`src/sv/g2ab_pkg.sv`:
```
// Shared constants, types and the square root step of the gamma-2 alpha blend core.
package g2ab_pkg;

  // Pipeline depth of the core, counted in register stages.
  localparam int unsigned NSTAGE = 8;

  // Opacity of 1.0 and the fixed-point scale 255 * 256 used by the blend.
  localparam logic [8:0]  ALPHA_ONE  = 9'd256;
  localparam logic [16:0] SCALE      = 17'd65280;
  localparam logic [24:0] SCALE_HALF = 25'd32640;

  // Division by 255: reciprocal floor(2^32 / 255) and the divisor itself.
  localparam logic [24:0] DIV255_M = 25'd16843009;
  localparam logic [26:0] D255     = 27'd255;

  // Widths of the dividend, the quotient and the square root.
  localparam int unsigned DIVIN_W = 27;
  localparam int unsigned DIVQ_W  = 19;
  localparam int unsigned ROOT_W  = 10;
  localparam int unsigned REM_W   = 11;

  // Load enables of a two-stage sub-unit.
  typedef struct packed {
    logic s0;
    logic s1;
  } en2_t;

  // Partial state of the digit-by-digit square root.
  typedef struct packed {
    logic [REM_W-1:0]  rem;
    logic [ROOT_W-1:0] root;
  } sq_t;

  // One digit of the square root: bring down two bits and try to subtract.
  function automatic sq_t sq_step(sq_t st, logic [1:0] pair);
    logic [REM_W+1:0] cand;
    logic [REM_W+1:0] trial;
    sq_t              res;
    cand  = {st.rem, pair};
    trial = {1'b0, st.root, 2'b01};
    if (cand >= trial) begin
      res.rem  = REM_W'(cand - trial);
      res.root = {st.root[ROOT_W-2:0], 1'b1};
    end else begin
      res.rem  = cand[REM_W-1:0];
      res.root = {st.root[ROOT_W-2:0], 1'b0};
    end
    return res;
  endfunction

endpackage

```
`src/sv/g2ab_div255.sv`:
```
// Two-stage pipelined divider by the constant 255 using a reciprocal multiply.
module g2ab_div255 import g2ab_pkg::*; (
  input  logic              clk,
  input  en2_t              en,
  input  logic [DIVIN_W-1:0] x,
  output logic [DIVQ_W-1:0]  q
);

  logic [51:0]         prod;
  logic [DIVIN_W-1:0]  x_r;
  logic [DIVQ_W-1:0]   qe_r;
  logic [DIVIN_W-1:0]  r;
  logic [DIVQ_W-1:0]   q_r;

  // First stage: the estimate is the true quotient or one below it.
  assign prod = 52'(x) * 52'(DIV255_M);

  always_ff @(posedge clk) begin
    if (en.s0) begin
      x_r  <= x;
      qe_r <= prod[50:32];
    end
  end

  // Second stage: the remainder tells whether the estimate is one short.
  assign r = x_r - ((DIVIN_W'(qe_r) << 8) - DIVIN_W'(qe_r));

  always_ff @(posedge clk) begin
    if (en.s1) begin
      q_r <= qe_r + DIVQ_W'(r >= D255);
    end
  end

  assign q = q_r;

endmodule

```
`config.mk`:
```
export PLATFORM = sky130hd
export DESIGN_NAME = g2ab_div255
export DESIGN_NICKNAME = d
export VERILOG_FILES = /design/src/sv/g2ab_pkg.sv /design/src/sv/g2ab_div255.sv
export SDC_FILE = /design/constraint.sdc
export NUM_CORES = 1
export LEC_CHECK = 0
export BUFFER_PORTS_ARGS = -buffer_cell sky130_fd_sc_hd__buf_2
export CAP_MARGIN = 10
export CELL_PAD_IN_SITES_DETAIL_PLACEMENT = 0
export CELL_PAD_IN_SITES_GLOBAL_PLACEMENT = 1
export CORE_ASPECT_RATIO = 0.5
export CORE_UTILIZATION = 25
export CTS_BUF_LIST = sky130_fd_sc_hd__clkbuf_4 sky130_fd_sc_hd__clkbuf_8
export CTS_CLUSTER_SIZE = 28
export DETAILED_ROUTE_END_ITERATION = 8
export HOLD_SLACK_MARGIN = 0.1
export MAX_ROUTING_LAYER = met4
export PLACE_DENSITY_LB_ADDON = 0.05
export REMOVE_ABC_BUFFERS = 1
export SLEW_MARGIN = 20
export SYNTH_ARGS = -nofsm -noshare
export SYNTH_HDL_FRONTEND = slang
export SYNTH_SLANG_ARGS = --single-unit
```
`constraint.sdc`:
```
create_clock -name clk -period 5.8 [get_ports clk]
set_input_delay 1.16 -clock clk [delete_from_list [all_inputs] [get_ports clk]]
set_output_delay 1.16 -clock clk [all_outputs]
set_load 0.01 [all_outputs]
```
=== Word level (Yosys, flattened, before mapping) ===
Index checks and enable logic that the tools add are counted.

* $add $sub $neg: 3
* Multiply operators: 1
* Magnitude comparators: 1

{| class="wikitable"
|+ Operators by type and width
! cell !! count
|-
| $mul A27 B25 Y51 const B || 1
|-
| $ge A27 B8 Y1 const B || 1
|-
| $sub A27 B19 Y27 || 1
|-
| $sub A27 B27 Y27 || 1
|-
| $add A19 B1 Y19 || 1
|}

* Input port bits: 30
* Output and inout port bits: 19
* Logic and storage cells: 8
* Bits in registers: 65

=== Longest topological paths before layout ===
* Word-level depth: 4
* Mapped depth: 21
* Depth with buffers taken out: 20

=== Worst setup path after synthesis ===
No wires, ideal clock.

* Path kind: input -> register
* Start: input x[2]
* End: register qe_r[16] (data pin)
* Stages on the path: 16
* Path buffers: 0
* Arrival: 4,960 ps
* Required time: 5,541 ps
* Setup slack: 581 ps
* Path through: ha_1 ha_1 inv_1 fa_1 fa_1 inv_1 ha_1 ha_1 a21oi_1 o21ai_0 nor2b_1 a2111oi_4 a2111oi_2 o211a_1 o31a_1 o31a_1

* Cells in the longest elaborated chain, start to end: 1

{| class="wikitable"
|+ RTL lines
! element !! line !! RTL
|-
| from (decl) || g2ab_div255.sv:5 || <nowiki>input logic [DIVIN_W-1:0] x,</nowiki>
|-
| $mul A27 B25 Y51 || g2ab_div255.sv:16 || <nowiki>assign prod = 52'(x) * 52'(DIV255_M);</nowiki>
|-
| net prod[48] || g2ab_div255.sv:9 || <nowiki>logic [51:0] prod;</nowiki>
|-
| to (signal assigned) || g2ab_div255.sv:21 || <nowiki>qe_r <= prod[50:32];</nowiki>
|-
| to (decl) || g2ab_div255.sv:11 || <nowiki>logic [DIVQ_W-1:0] qe_r;</nowiki>
|}

The timed path passes the listed nets, and every way through them passes these cells.
A chain may end at the register's enable or synchronous reset.

=== Worst setup path after layout ===
* Start: input x[2]
* End: register qe_r[17] (data pin)

The elaborated chain is that of the path after synthesis.

==> out/results.ini <==
[sta]
slew_headroom_pct = 44.85
period_share_pct = 94.05
setup_viol = 0
rsz0062_at_grt = no
slew_violations = 0
finalClockSkew_ns = 0.01022
finalSetupTns_ns = 0
post-route-min-period_ns = 5.455
fmax_ghz = 0.1833
tightest_slew_ns = 0.8196
hold_viol = 0

[logic_synthesis]
ys_seq_area_share_pct = 24.44
synth_warnings = 0
synth_top_area_cell = ha_1
synth-compound-area-share_pct = 15.26
syn_inst = 843
synth_xor_xnor_area_share_pct = 5.592
synth-adder-area-share_pct = 35.71
syn_area_sq_um = 7988
yosys.area_share.simple_pct = 10.53
async_reset_ff_share_pct = 0
synth_edf_count = 65
synth-seq-cells = 65
yosysUniqueCellTypes = 59
synthTopCellsByCount = ha_1 (180), inv_1 (166), edfxtp_1 (65), a21oi_1 (56), xnor2_1 (38)
synth_top_family_by_area = adder cells
synthTopCellsByArea = ha_1 (28%), edfxtp_1 (24%), inv_1 (7.8%)
muxShareOfSynthArea_pct = 0.1253
ys.flop_type = edfxtp_1
yosysMostFrequentCell = ha_1
yosysTopAreaCellShare_pct = 28.20
synth.avg_cell_area_sq_um = 9.475

[cts]
clk_latency_ns = 0.37
cts_buffers = 9
clock_path_buffers = 2
root_buffer = clkbuf_8
clkSinkCount = 65
clkTransAtPathRegs_ns = 0.07
htree_num_levels = 3
tritoncts = built
post-cts-setup-buffer-count = 0

[outcome]
status = complete, no violations

[floorplan]
rows = 45
initial_core_util_pct = 25.89
die_y_microns = 128.4
io_pins = 49
core_sq_um = 30850
die_w_microns = 254.8
fp.dieArea_sq_um = 32710

[placement]
gp_congestion = 0.8304
hpwl_mm = 22.27
portBuffers = 48
place_area_sq_um = 8879

[worst_setup_path]
criticalPathCategory = in2reg
rrSetupSlack_ns = 0.41
reg2regPathDepth = 20
start_kind = primary input
crit_path_start = x[2]
reg2reg_to = q[18]
setup.worst_path.end = qe_r[17]
crit_fanout = 5
r2r-start = qe_r[11]
required_ns = 5.91
critPathCaptureType = flop
arrival_ns = 5.57

[drt]
drc_errors = 0
drtIter0Drc = 314
firstDrtPassIters = 4
postRouteAntennaNets = 0
viasPerCell = 4.567
wirelength_mm = 25.19
wl_per_cell_microns = 18.77
via_count = 6129

[power_and_ir_drop]
power.leakage_nw = 4.468
powerDensity_nw_per_um2 = 394.7
total_power_mw = 3.570
peakVddDrop_uv = 137.0

[final_layout]
syn_to_final_growth_pct = 13.25
final_area_sq_um = 9046
layout-drive-gt1-share_pct = 10.88
diodes = 0
nets = 1154

[global_route]
grt_overflow = 0
grt_max_degree = 47
grtUsageTotal_pct = 16.70
grt_pass1_vias = 6457
grt_pass1_wl_mm = 38.75
antenna_found_initial = 2

[job]
max-cap-violations = 0

[worst_hold_path]
min_from = qe_r[15]
worstHoldPathType = reg2reg

-- placed cells by master (no fill, tap or decap), types with 10 or more instances in the layout --
cell type  count
xnor2_1       38
nand2_1       35
nand3_1       24
a21oi_1       56
buf_2         48
ha_1         180
nor2b_1       10
nor2_1        30
o21bai_1      10
xor2_1        13
fa_1          30
buf_4         22
edfxtp_1      65
nand4_1       17
o21ai_0       25
a21o_1        23
inv_1        166
-- worst min path at each step --
stage             to  slack, ns  cells after the start
2_1_floorplan  q[14]       0.55                      1
4_1_cts        q[14]       0.68                      1
3_3_place_gp   q[15]       0.66                      1
6_report       q[15]       0.68                      1
5_1_grt        q[14]       0.70                      1
3_5_place_dp   q[14]       0.66                      1
-- layout make-up --
cell class / instances / area [sq um]
fillers: 3333 / 21810
multi-input cells: 602 / 5375
flip-flops and latches: 65 / 1952
inverters: 166 / 623.1
well taps: 423 / 529.3
repair buffers: 70 / 405.4
clock buffers: 11 / 138.9
clock inverters: 5 / 22.52
-- critical path: stages --
cell,delay [ns]
buf_2,0.11
ha_1,0.31
ha_1,0.31
inv_1,0.06
fa_1,0.50
fa_1,0.52
inv_1,0.05
ha_1,0.29
ha_1,0.35
a21oi_1,0.15
o21ai_0,0.13
nor2b_1,0.18
a2111oi_4,0.31
a2111oi_2,0.13
buf_4,0.16
o211a_1,0.26
o31a_1,0.33
o21ai_2,0.15
xnor2_1,0.09
-- where the power goes --
group / internal, mW / switching (mW) / leakage, nW
logic: 0.980 / 1.53 / 3.74
registers: 0.636 / 0.0811 / 0.636
clock network: 0.160 / 0.186 / 0.0888
total: 1.78 / 1.79 / 4.47
-- state kept, by name, indices dropped and copies added, names as in the netlist --
name and cells:
q 19, x_r 27, qe_r 19
-- layer usage --
| layer | track usage, % | wire [microns] | vias to the layer above |
|---|---|---|---|
| met1 | 23.05 | 13100 | 2895 |
| met5 | - | 0 | - |
| met2 | 26.05 | 11010 | 93 |
| li1 | - | - | 3120 |
| met4 | 4.192 | 467 | 0 |
| met3 | 1.760 | 613 | 21 |
-- through the flow --
step | worst slack, ns | utilization [%] | hold slack (ns) | instances
after CTS | 0.2606 | 29.30 | 0.6814 | 1342
final | 0.3452 | 29.32 | 0.6791 | 1342
after floorplan | 0.5808 | - | 0.5499 | 833
after global placement | 0.03067 | 28.78 | 0.6641 | 1326
after global routing | 0.03855 | 29.32 | 0.6992 | 1342
after detailed placement | 0.008729 | 28.78 | 0.6553 | 1326
-- cell families (layout without fill, tap and decap cells) --
group	after synthesis	in the layout
multiplexers	1	1
flip-flops	65	65
XOR/XNOR	51	51
AND/OR/NAND/NOR	163	163
AO/OA/AOI/OAI	177	177
adder cells (fa/ha/maj)	210	210
buffers and inverters	176	252
-- timing repair --
| item | 4_1_cts | 5_1_grt |
|---|---|---|
| resized for setup | 0 | 1 |
| endpoints found under the setup margin | 0 | 4 |
| hold buffers | 0 | 0 |
No activity file was read; power rests on OpenSTA's default activity.
