File: config.mk
export PLATFORM = sky130hd
export DESIGN_NAME = g2ab_isqrt
export DESIGN_NICKNAME = d
export VERILOG_FILES = /design/src/sv/g2ab_pkg.sv /design/src/sv/g2ab_isqrt.sv
export SDC_FILE = /design/constraint.sdc
export NUM_CORES = 1
export LEC_CHECK = 0
export BUFFER_PORTS_ARGS = -buffer_cell sky130_fd_sc_hd__buf_2
export CELL_PAD_IN_SITES_DETAIL_PLACEMENT = 0
export CELL_PAD_IN_SITES_GLOBAL_PLACEMENT = 1
export CORE_MARGIN = 2
export CORE_UTILIZATION = 24
export DETAILED_ROUTE_END_ITERATION = 10
export MAX_ROUTING_LAYER = met4
export PLACE_DENSITY = 0.44
export SYNTH_ARGS = -nofsm -noshare
export SYNTH_HDL_FRONTEND = slang
export SYNTH_SLANG_ARGS = --single-unit
export TNS_END_PERCENT = 10
File: constraint.sdc
create_clock -name clk -period 14.3 [get_ports clk]
set_input_delay 0.715 -clock clk [delete_from_list [all_inputs] [get_ports clk]]
set_output_delay 0.715 -clock clk [all_outputs]
set_load 0.01 [all_outputs]
File: src/sv/g2ab_pkg.sv
// Shared constants, types and the square root step of the gamma-2 alpha blend core.
package g2ab_pkg;

  // Pipeline depth of the core, counted in register stages.
  localparam int unsigned NSTAGE = 8;

  // Opacity of 1.0 and the fixed-point scale 255 * 256 used by the blend.
  localparam logic [8:0]  ALPHA_ONE  = 9'd256;
  localparam logic [16:0] SCALE      = 17'd65280;
  localparam logic [24:0] SCALE_HALF = 25'd32640;

  // Division by 255: reciprocal floor(2^32 / 255) and the divisor itself.
  localparam logic [24:0] DIV255_M = 25'd16843009;
  localparam logic [26:0] D255     = 27'd255;

  // Widths of the dividend, the quotient and the square root.
  localparam int unsigned DIVIN_W = 27;
  localparam int unsigned DIVQ_W  = 19;
  localparam int unsigned ROOT_W  = 10;
  localparam int unsigned REM_W   = 11;

  // Load enables of a two-stage sub-unit.
  typedef struct packed {
    logic s0;
    logic s1;
  } en2_t;

  // Partial state of the digit-by-digit square root.
  typedef struct packed {
    logic [REM_W-1:0]  rem;
    logic [ROOT_W-1:0] root;
  } sq_t;

  // One digit of the square root: bring down two bits and try to subtract.
  function automatic sq_t sq_step(sq_t st, logic [1:0] pair);
    logic [REM_W+1:0] cand;
    logic [REM_W+1:0] trial;
    sq_t              res;
    cand  = {st.rem, pair};
    trial = {1'b0, st.root, 2'b01};
    if (cand >= trial) begin
      res.rem  = REM_W'(cand - trial);
      res.root = {st.root[ROOT_W-2:0], 1'b1};
    end else begin
      res.rem  = cand[REM_W-1:0];
      res.root = {st.root[ROOT_W-2:0], 1'b0};
    end
    return res;
  endfunction

endpackage

File: src/sv/g2ab_isqrt.sv
// Two-stage pipelined integer square root of a 19-bit value, five digits per stage.
module g2ab_isqrt import g2ab_pkg::*; (
  input  logic              clk,
  input  en2_t              en,
  input  logic [DIVQ_W-1:0] y,
  output logic [ROOT_W-1:0] t
);

  logic [19:0]       y20;
  sq_t               st_a;
  sq_t               st_b;
  sq_t               st_a_r;
  logic [9:0]        ylo_r;
  logic [ROOT_W-1:0] t_r;

  assign y20 = {1'b0, y};

  // Upper five digits from the top ten bits.
  always_comb begin
    st_a = '0;
    for (int i = 0; i < 5; i++) begin
      st_a = sq_step(st_a, y20[19-2*i -: 2]);
    end
  end

  always_ff @(posedge clk) begin
    if (en.s0) begin
      st_a_r <= st_a;
      ylo_r  <= y20[9:0];
    end
  end

  // Lower five digits from the remaining ten bits.
  always_comb begin
    st_b = st_a_r;
    for (int i = 0; i < 5; i++) begin
      st_b = sq_step(st_b, ylo_r[9-2*i -: 2]);
    end
  end

  always_ff @(posedge clk) begin
    if (en.s1) begin
      t_r <= st_b.root;
    end
  end

  assign t = t_r;

endmodule

# After elaboration in Yosys (flattened, before gate mapping)
# Cells that the tools add are included.
# W data, S select, Z words.
# totals
regBits,41
latchBits,0
ram_bits,0
rom_bits,0
inputBits,22
output_inout_bits,10
wordCells,33
n_memories,0
# op_classes
n_addsub,9
n_mul,0
n_div,0
n_lt_le_gt_ge,10
n_eq_ne,0
shift,0
muxes,10
bitwise_logic,0
n_reduce_logical,0
# op_table
op,n
$mux W21,9
$ge A13 B12 Y1,9
$sub A11 B11 Y11,8
$sub A1 B1 Y2 const B,1
$ge A1 B1 Y1 const B,1
$mux W1,1

# Depth between registers and ports, before layout
# Gate-level depths: netlist of the first run.
# logic_depth
ltp_word,10
depth_mapped,48
ltp_nobuf,44

# Least setup slack after synthesis of the first run
# OpenSTA, ideal clock, no wires.
# synth_path
path_type,register to register
startpoint,register st_a_r[2] in the netlist's numbering
endpoint,"register t_r[0], in the netlist t[0], data pin"
setup_ns,0.261
arrival_ns,9.820
required_time_ns,14.039
path_slack_ns,4.219
path_stages_with_launch,47
path_buffers,4
period_less_slack_ns,10.081
cell_sequence,edfxtp_1 > inv_1 > ha_1 > or3_1 > o221ai_4 > nand3_4 > nor2_1 > o21bai_1 > inv_1 > ha_1 > nand3_1 > o22a_1 > nor2b_1 > a21boi_0 > and2_1 > nand2_1 > clkbuf_1 > inv_1 > (+11 left out) > nor2_1 > a21oi_1 > ha_1 > clkbuf_1 > and3_1 > a22oi_1 > a41oi_2 > nor3_2 > inv_2 > mux2_2 > ha_1 > a21o_1 > a21o_1 > a21oi_1 > nand2_1 > a41o_1 > or4_1 > a311o_1
# synth_rtl
element,line_no,rtl
from (decl),g2ab_isqrt.sv:12,sq_t st_a_r;
from (signal assigned),g2ab_isqrt.sv:28,st_a_r <= st_a;
to (signal assigned),g2ab_isqrt.sv:43,t_r <= st_b.root;
to (decl),g2ab_isqrt.sv:14,logic [ROOT_W-1:0] t_r;

==> results of run 1 <==
## worst max-delay path by stage
stage / start / end / slack, ps / depth (start not counted)
6_report: st_a_r[0] / t[0] / 2140 / 43
5_1_grt: st_a_r[4] / t[0] / 1250 / 43
4_1_cts: st_a_r[0] / t[0] / 2180 / 43
3_5_place_dp: st_a_r[0] / t[0] / 2250 / 43
3_3_place_gp: st_a_r[3] / t[0] / 2200 / 43
2_1_floorplan: st_a_r[2] / t[0] / 4220 / 46
## state kept, by name, indices dropped and copies added, names as in the netlist
name	count
st_a_r	16
t	10
ylo_r	10
## critical path, delay by kind of cell, from the launching register on
kind                     cells  cell delay [ps]
buffers and inverters        4             1000
AND/OR/NAND/NOR             15             4120
AO/OA/AOI/OAI               18             4270
adder cells (fa/ha/maj)      5             1760
multiplexers                 1              380
flip-flops                   1              380
## synth_stat cells, types with 3 or more instances
cell      number
mux2i_1        5
nand3b_1       5
a311o_1        3
o31a_1         4
a21o_1        13
a211o_1        3
nand2b_1       7
a41o_1         3
nor2b_1        5
a21oi_1       46
a311oi_1       3
a21boi_0       4
o311ai_0       3
o21ai_0       19
o31ai_1        9
nor4_1         7
mux2_2         6
edfxtp_1      36
nor2_1        41
o21bai_1       4
xnor2_1       22
or2_2          4
o211a_1        3
xor2_1        18
nor3b_1        5
or3_1          7
and2_1         3
nand3_1       15
a211oi_1       4
clkbuf_1       9
inv_1         41
o211ai_1       5
and3_1         6
nor3_1        25
ha_1          60
nand2_1       37
nand4_1       13
o21a_1         6
a31oi_1        7
## logic make-up after synthesis
logic type               synth area share [%]
XOR/XNOR                                7.374
AO/OA/AOI/OAI                           23.26
buffers and inverters                   4.714
multiplexers                            3.029
adder cells (fa/ha/maj)                 15.80
AND/OR/NAND/NOR                         23.07
flip-flops                              22.75
## power breakdown
| group | leakage (uW) | total [uW] | switching [uW] | internal (uW) |
|---|---|---|---|---|
| Clock | 0.0000671 | 115 | 50.1 | 65.2 |
| Combinational | 0.00181 | 1050 | 614 | 436 |
| Sequential | 0.000347 | 167 | 17.1 | 150 |
## layout make-up
class / count / share of cell area [%]
clock buffer: 6 / 2.420
clock inverter: 2 / 0.3055
inverter: 43 / 3.125
multi-input combinational: 470 / 64.71
sequential: 36 / 20.30
tap: 265 / 6.227
timing repair buffer: 31 / 2.914
## per-stage QoR
step	setup WS (ps)	std cells	total power, uW	util, %
final	2141	853	1332	27.36
after global routing	1247	853	1462	27.36
after CTS	2183	853	1336	27.36
after detailed placement	2247	845	1208	26.62
after global placement	2199	845	1231	26.62
after floorplan	4219	562	960.0	-
## metal layers
layer	vias up	track usage (%)
met1	2026	21.33
met3	13	2.139
li1	2184	-
met4	0	2.657
met2	85	22.25
met5	-	-
==> metrics.md, run 1 <==
| Metric | Value |
|---|---|
| Area leader, netlist | `edfxtp_1` |
| Root Buffer | `clkbuf_16` |
| CTS Sinks | `36` |
| Synthesized Nets | `between 600 and 700` |
| Via count | `~4300` |
| Syn Area/Cell | `8.453 sq um` |
| Worst-margin pin slew | `924.5 ps` |
| FP Rows | `51` |
| Final WL | `14760 um` |
| Crit share post-route | `between 80% and 90%` |
| Synth Warn # | `0` |
| Crit path required time | `around 14000 ps` |
| CTS Buf Count | `5` |
| Commonest cells after routing, fill and taps aside | `ha_1 (60), a21oi_1 (46), inv_1 (41), nor2_1 (41), nand2_1 (37)` |
| Final Hold Viols | `0` |
| DR WL met2 | `around 6300 um` |
| Post-synth EDFFs | `36` |
| Relative slew margins | `between 30% and 40%` |
| Core area | `19460 sq um` |
| Synth top area cells | `edfxtp_1 (23%), ha_1 (16%), a21oi_1 (4.8%), xnor2_1 (4.1%), xor2_1 (3.3%)` |
| Synth unique cells | `77` |
| Largest net degree at the start of global routing | `27` |
| Die height | `144.7 um` |
| RePlAce Congestion | `between 0.8 and 0.9` |
| Top cell by count, worst path | `ha_1` |
| Synth top area share | `a little under a quarter` |
| Layout overhead on the synthesized area | `12.09%` |
| 1st-iter DRT viols | `around 250` |
| Area occupied by multi-input gates | `~3400 sq um` |
| Max-cap violation count | `0` |
| Postcts setup bufs | `0` |
| Total iterations of the first detailed-routing run | `6` |
| FF-to-FF End | `t[0]` |
| Outcome | `finished clean` |
| TNS Setup | `0 ps` |
| Fin nets | `669` |
| RR Startpoint | `st_a_r[0]` |
| Crit path kind | `reg -> reg` |
| Highest metal used | `met4` |
| Min-delay worst type | `reg -> reg` |
| Width of the die | `roughly 140 um` |
| Initial antenna violation count | `0` |
| Commonest non-fill, non-tap cell in the layout | `ha_1` |
| RSZ-0062 raised after global routing | `no` |
| Cell Area, Synth | `4751 sq um` |
| Async S/R FF share, synth | `0%` |
| Hold slack | `around 460 ps` |
| R2R Setup Slk | `approximately 2100 ps` |
| Via density | `5.050` |
| Hold Startpoint | `st_a_r[1]` |
| Hold path depth | `0` |
| Die Area | `20940 sq um` |
| CP Max Fanout | `19` |
| # diodes | `0` |
| Placed Instance Area | `~5200 sq um` |
| Final setup fails | `0` |
| H-tree levels | `2` |
| Register area | `between 1000 and 1500 sq um` |
| Slowest Stage Delay on Critical Path | `approximately 700 ps` |
| Yosys reg bits | `36` |
| Hold Buf Count CTS | `0` |
| PortBufs | `31` |
| WL met3 | `~460 um` |
| Worst clock skew | `slightly above 7 ps` |
| Register area share after synthesis | `22.75%` |
| R2R cell count | `43` |
| DRT met1 WL | `slightly below 8000 um` |
| Cell area after layout | `roughly 5300 sq um` |
| Initial core utilization | `between 20 and 25%` |
| Vias in the first global route | `roughly 4000` |
| Lkg Pwr | `0.002224 uW` |
| Detailed placement HPWL | `roughly 12000 um` |
| Pwr dens | `250.1 nW/um^2` |
| Gate Count Post-Synth | `562` |
| # DRC | `0` |
| CTS resizes | `0` |
| Worst setup EP type | `flip-flop` |
| Max VDD drop | `0.00009739 V` |
| Hold Crit Endpoint | `t[6]` |
| Crit path DAT | `about 12000 ps` |
| Clk buf depth | `2` |
| Main synth FF type | `edfxtp_1` |
| Grt ovf | `0` |
| Skew-Pair Late Insertion Delay | `approximately 290 ps` |
| Fin crit period | `roughly 12000 ps` |
| CTS tree | `built` |
| Final max-slew violation count | `0` |
| Fmax | `slightly above 0.08 GHz` |
| Io pins | `32` |
| Antenna viol nets, final | `0` |
| Ratio of cells with drive above 1 in the final layout | `11.05%` |
| Slowest CP cell | `or3_1` |
| Crit start category | `flip-flop` |
| First-pass GRT wire length | `~23000 um` |
| Routed len/inst | `17.31 um` |
| Clock slew at reported path FFs | `around 60 ps` |
| Fill cells | `~2100` |
| Global Route Usage Sum | `between 10% and 20%` |
Note: power is estimated with default switching activity, not from simulation.
==> inputs of run 2 (changes only) <==
--- a/config.mk
+++ b/config.mk
@@ -6,13 +6,14 @@
 export NUM_CORES = 1
 export LEC_CHECK = 0
 export BUFFER_PORTS_ARGS = -buffer_cell sky130_fd_sc_hd__buf_2
-export CELL_PAD_IN_SITES_DETAIL_PLACEMENT = 0
-export CELL_PAD_IN_SITES_GLOBAL_PLACEMENT = 1
+export CELL_PAD_IN_SITES_DETAIL_PLACEMENT = 1
+export CELL_PAD_IN_SITES_GLOBAL_PLACEMENT = 2
 export CORE_MARGIN = 2
 export CORE_UTILIZATION = 24
 export DETAILED_ROUTE_END_ITERATION = 10
 export MAX_ROUTING_LAYER = met4
-export PLACE_DENSITY = 0.44
+export PLACE_DENSITY = 0.52
+export REMOVE_ABC_BUFFERS = 1
 export SYNTH_ARGS = -nofsm -noshare
 export SYNTH_HDL_FRONTEND = slang
 export SYNTH_SLANG_ARGS = --single-unit
==> run 2 against run 1 <==
Largest cell class unchanged. Highest routed layer unchanged. Combinational power about the same. Clock-buffer cell count down 1. Routed wire length up 11%. Final area down 0.23%. Sequential power about the same. Critical endpoint unchanged.
==> metrics.md, run 2 (synthesis results as in run 1) <==
| Metric | Value |
|---|---|
| Hold path depth | `0 (unchanged)` |
| Hold slack | `446.9 ps (-9.624 ps)` |
| Cell area after layout | `5313 sq um (-0.23%)` |
| Final WL | `16400 um (+11%)` |
| Crit-path leading delay family | `compound AO/OA/AOI/OAI gates` |
| Width of the die | `144.7 um (unchanged)` |
| Final Hold Viols | `0 (unchanged)` |
| Grt ovf | `0 (unchanged)` |
| Largest Register | `st_a_r` |
| # diodes | `0 (unchanged)` |
| Largest net degree at the start of global routing | `27 (unchanged)` |
| Commonest cells after routing, fill and taps aside | `ha_1 (60), a21oi_1 (46), inv_1 (41), nor2_1 (41), nand2_1 (37)` |
| Hold Crit Endpoint | `t[5]` |
| Max VDD drop | `0.00008317 V (-15%)` |
| Max-cap violation count | `0 (unchanged)` |
| Via density | `5.154 (+2.0%)` |
| Total iterations of the first detailed-routing run | `4 (-2)` |
| CTS resizes | `0 (unchanged)` |
| Max reg flops | `16 (unchanged)` |
| Worst setup EP type | `flip-flop` |
| Final max-slew violation count | `0 (unchanged)` |
| Lkg Pwr | `0.002221 uW (-0.10%)` |
| H-tree levels | `2 (unchanged)` |
| First-pass GRT wire length | `26090 um (+13%)` |
| Pwr dens | `255.8 nW/um^2 (+2.3%)` |
| Crit path required time | `14330 ps (about the same)` |
| CTS Buf Count | `5 (unchanged)` |
| CP Max Fanout | `19 (unchanged)` |
| Fin crit period | `12250 ps (+94.69 ps)` |
| Ratio of cells with drive above 1 in the final layout | `10.73% (-0.32 points)` |
| Commonest non-fill, non-tap cell in the layout | `ha_1` |
| Min-delay worst type | `reg -> reg` |
| Root Buffer | `clkbuf_16` |
| R2R Setup Slk | `2050 ps (-90 ps)` |
| RSZ-0062 raised after global routing | `no` |
| Initial antenna violation count | `0 (unchanged)` |
| Die Area | `20940 sq um (unchanged)` |
| Crit share post-route | `85.69% (+0.66 points)` |
| RR Startpoint | `st_a_r[4]` |
| CTS Sinks | `36 (unchanged)` |
| FF-to-FF End | `t[0]` |
| Final setup fails | `0 (unchanged)` |
| 1st-iter DRT viols | `155 (-37%)` |
| Worst path bufs/invs | `4 (unchanged)` |
| TNS Setup | `0 ps (unchanged)` |
| Outcome | `finished clean` |
| Slowest CP cell | `or3_1` |
| Detailed placement HPWL | `13480 um (+12%)` |
| Worst-margin pin slew | `993.0 ps (+68.42 ps)` |
| Antenna viol nets, final | `0 (unchanged)` |
| Crit start category | `flip-flop` |
| Crit path DAT | `12290 ps (+100 ps)` |
| Worst clock skew | `19.31 ps (+12.27 ps)` |
| R2R cell count | `43 (unchanged)` |
| Fmax | `0.08161 GHz (-0.77%)` |
| Clk buf depth | `2 (unchanged)` |
| Initial core utilization | `24.41% (unchanged)` |
| Global Route Usage Sum | `16.87% (+2.1 points)` |
| Io pins | `32 (unchanged)` |
| Via count | `4391 (+1.9%)` |
| Hold Buf Count CTS | `0 (unchanged)` |
| CTS tree | `built` |
| Vias in the first global route | `4568 (+11%)` |
| Relative slew margins | `32.09% (-4.7 points)` |
| PortBufs | `31 (unchanged)` |
| Hold Startpoint | `st_a_r[0]` |
| Layout overhead on the synthesized area | `11.83%` |
| # DRC | `0 (unchanged)` |
| Crit path kind | `reg -> reg` |
| Core area | `19460 sq um (unchanged)` |
| Fin nets | `669 (unchanged)` |
| Clock slew at reported path FFs | `60 ps (about the same)` |
| Die height | `144.7 um (unchanged)` |
| Fill cells | `2302 (+9.3%)` |
| Postcts setup bufs | `0 (unchanged)` |
| Slowest Stage Delay on Critical Path | `660 ps (-20 ps)` |
| Skew-Pair Late Insertion Delay | `300 ps (about the same)` |
| RePlAce Congestion | `0.8845 (+6.9%)` |
| Routed len/inst | `19.25 um (+11%)` |
| FP Rows | `51 (unchanged)` |
| Placed Instance Area | `5180 sq um (unchanged)` |
==> run 2: cell types whose count changed in the layout (fill, tap and decap cells not counted), sizes merged <==
cell      before  now
clkbuf         6    5
clkinv         2    3
clkinvlp       1    0
==> run 2: metal layers <==
| metal | routed length, um | track usage [%] |
|---|---|---|
| met1 | 7675 | 21.21 |
| met2 | 8071 | 29.06 |
| met3 | 314 | 1.876 |
| met4 | 335 | 4.190 |
| met5 | 0 | - |
==> run 2: final cells by class <==
type                            instances  area [sq um]  share of cell area (%)
Sequential cell                        36          1081                   20.35
Multi-Input combinational cell        470          3446                   64.86
Clock inverter                          2         7.507                  0.1413
Inverter                               43         166.4                   3.132
Tap cell                              265         331.6                   6.241
Clock buffer                            5         125.1                   2.355
Timing Repair Buffer                   31         155.1                   2.920
==> run 2: report_power, final <==
| group | total (uW) | internal (uW) | switching, uW | leakage, uW |
|---|---|---|---|---|
| Combinational | 1080 | 440 | 640 | 0.00181 |
| Sequential | 169 | 150 | 19.2 | 0.000347 |
| Clock | 109 | 62.6 | 46.9 | 0.0000648 |
==> run 2: how the worst max path moves through the flow <==
| stage | cells after the start | end | startpoint | slack, ps |
|---|---|---|---|---|
| after global routing | 44 | t[0] | st_a_r[4] | 1060 |
| after global placement | 43 | t[0] | st_a_r[4] | 2080 |
| after CTS | 43 | t[0] | st_a_r[4] | 1910 |
| final | 43 | t[0] | st_a_r[4] | 2050 |
| after floorplan | 42 | t[0] | st_a_r[2] | 4390 |
| after detailed placement | 43 | t[0] | st_a_r[4] | 1950 |
==> run 2: per-stage QoR <==
| stage | power, uW | setup slack [ps] | utilization, % | instances |
|---|---|---|---|---|
| floorplan | 952.9 | 4391 | - | 549 |
| global placement | 1254 | 2085 | 26.62 | 845 |
| detailed placement | 1253 | 1948 | 26.62 | 845 |
| CTS | 1372 | 1907 | 27.30 | 852 |
| global route | 1492 | 1063 | 27.30 | 852 |
| finish | 1359 | 2046 | 27.30 | 852 |
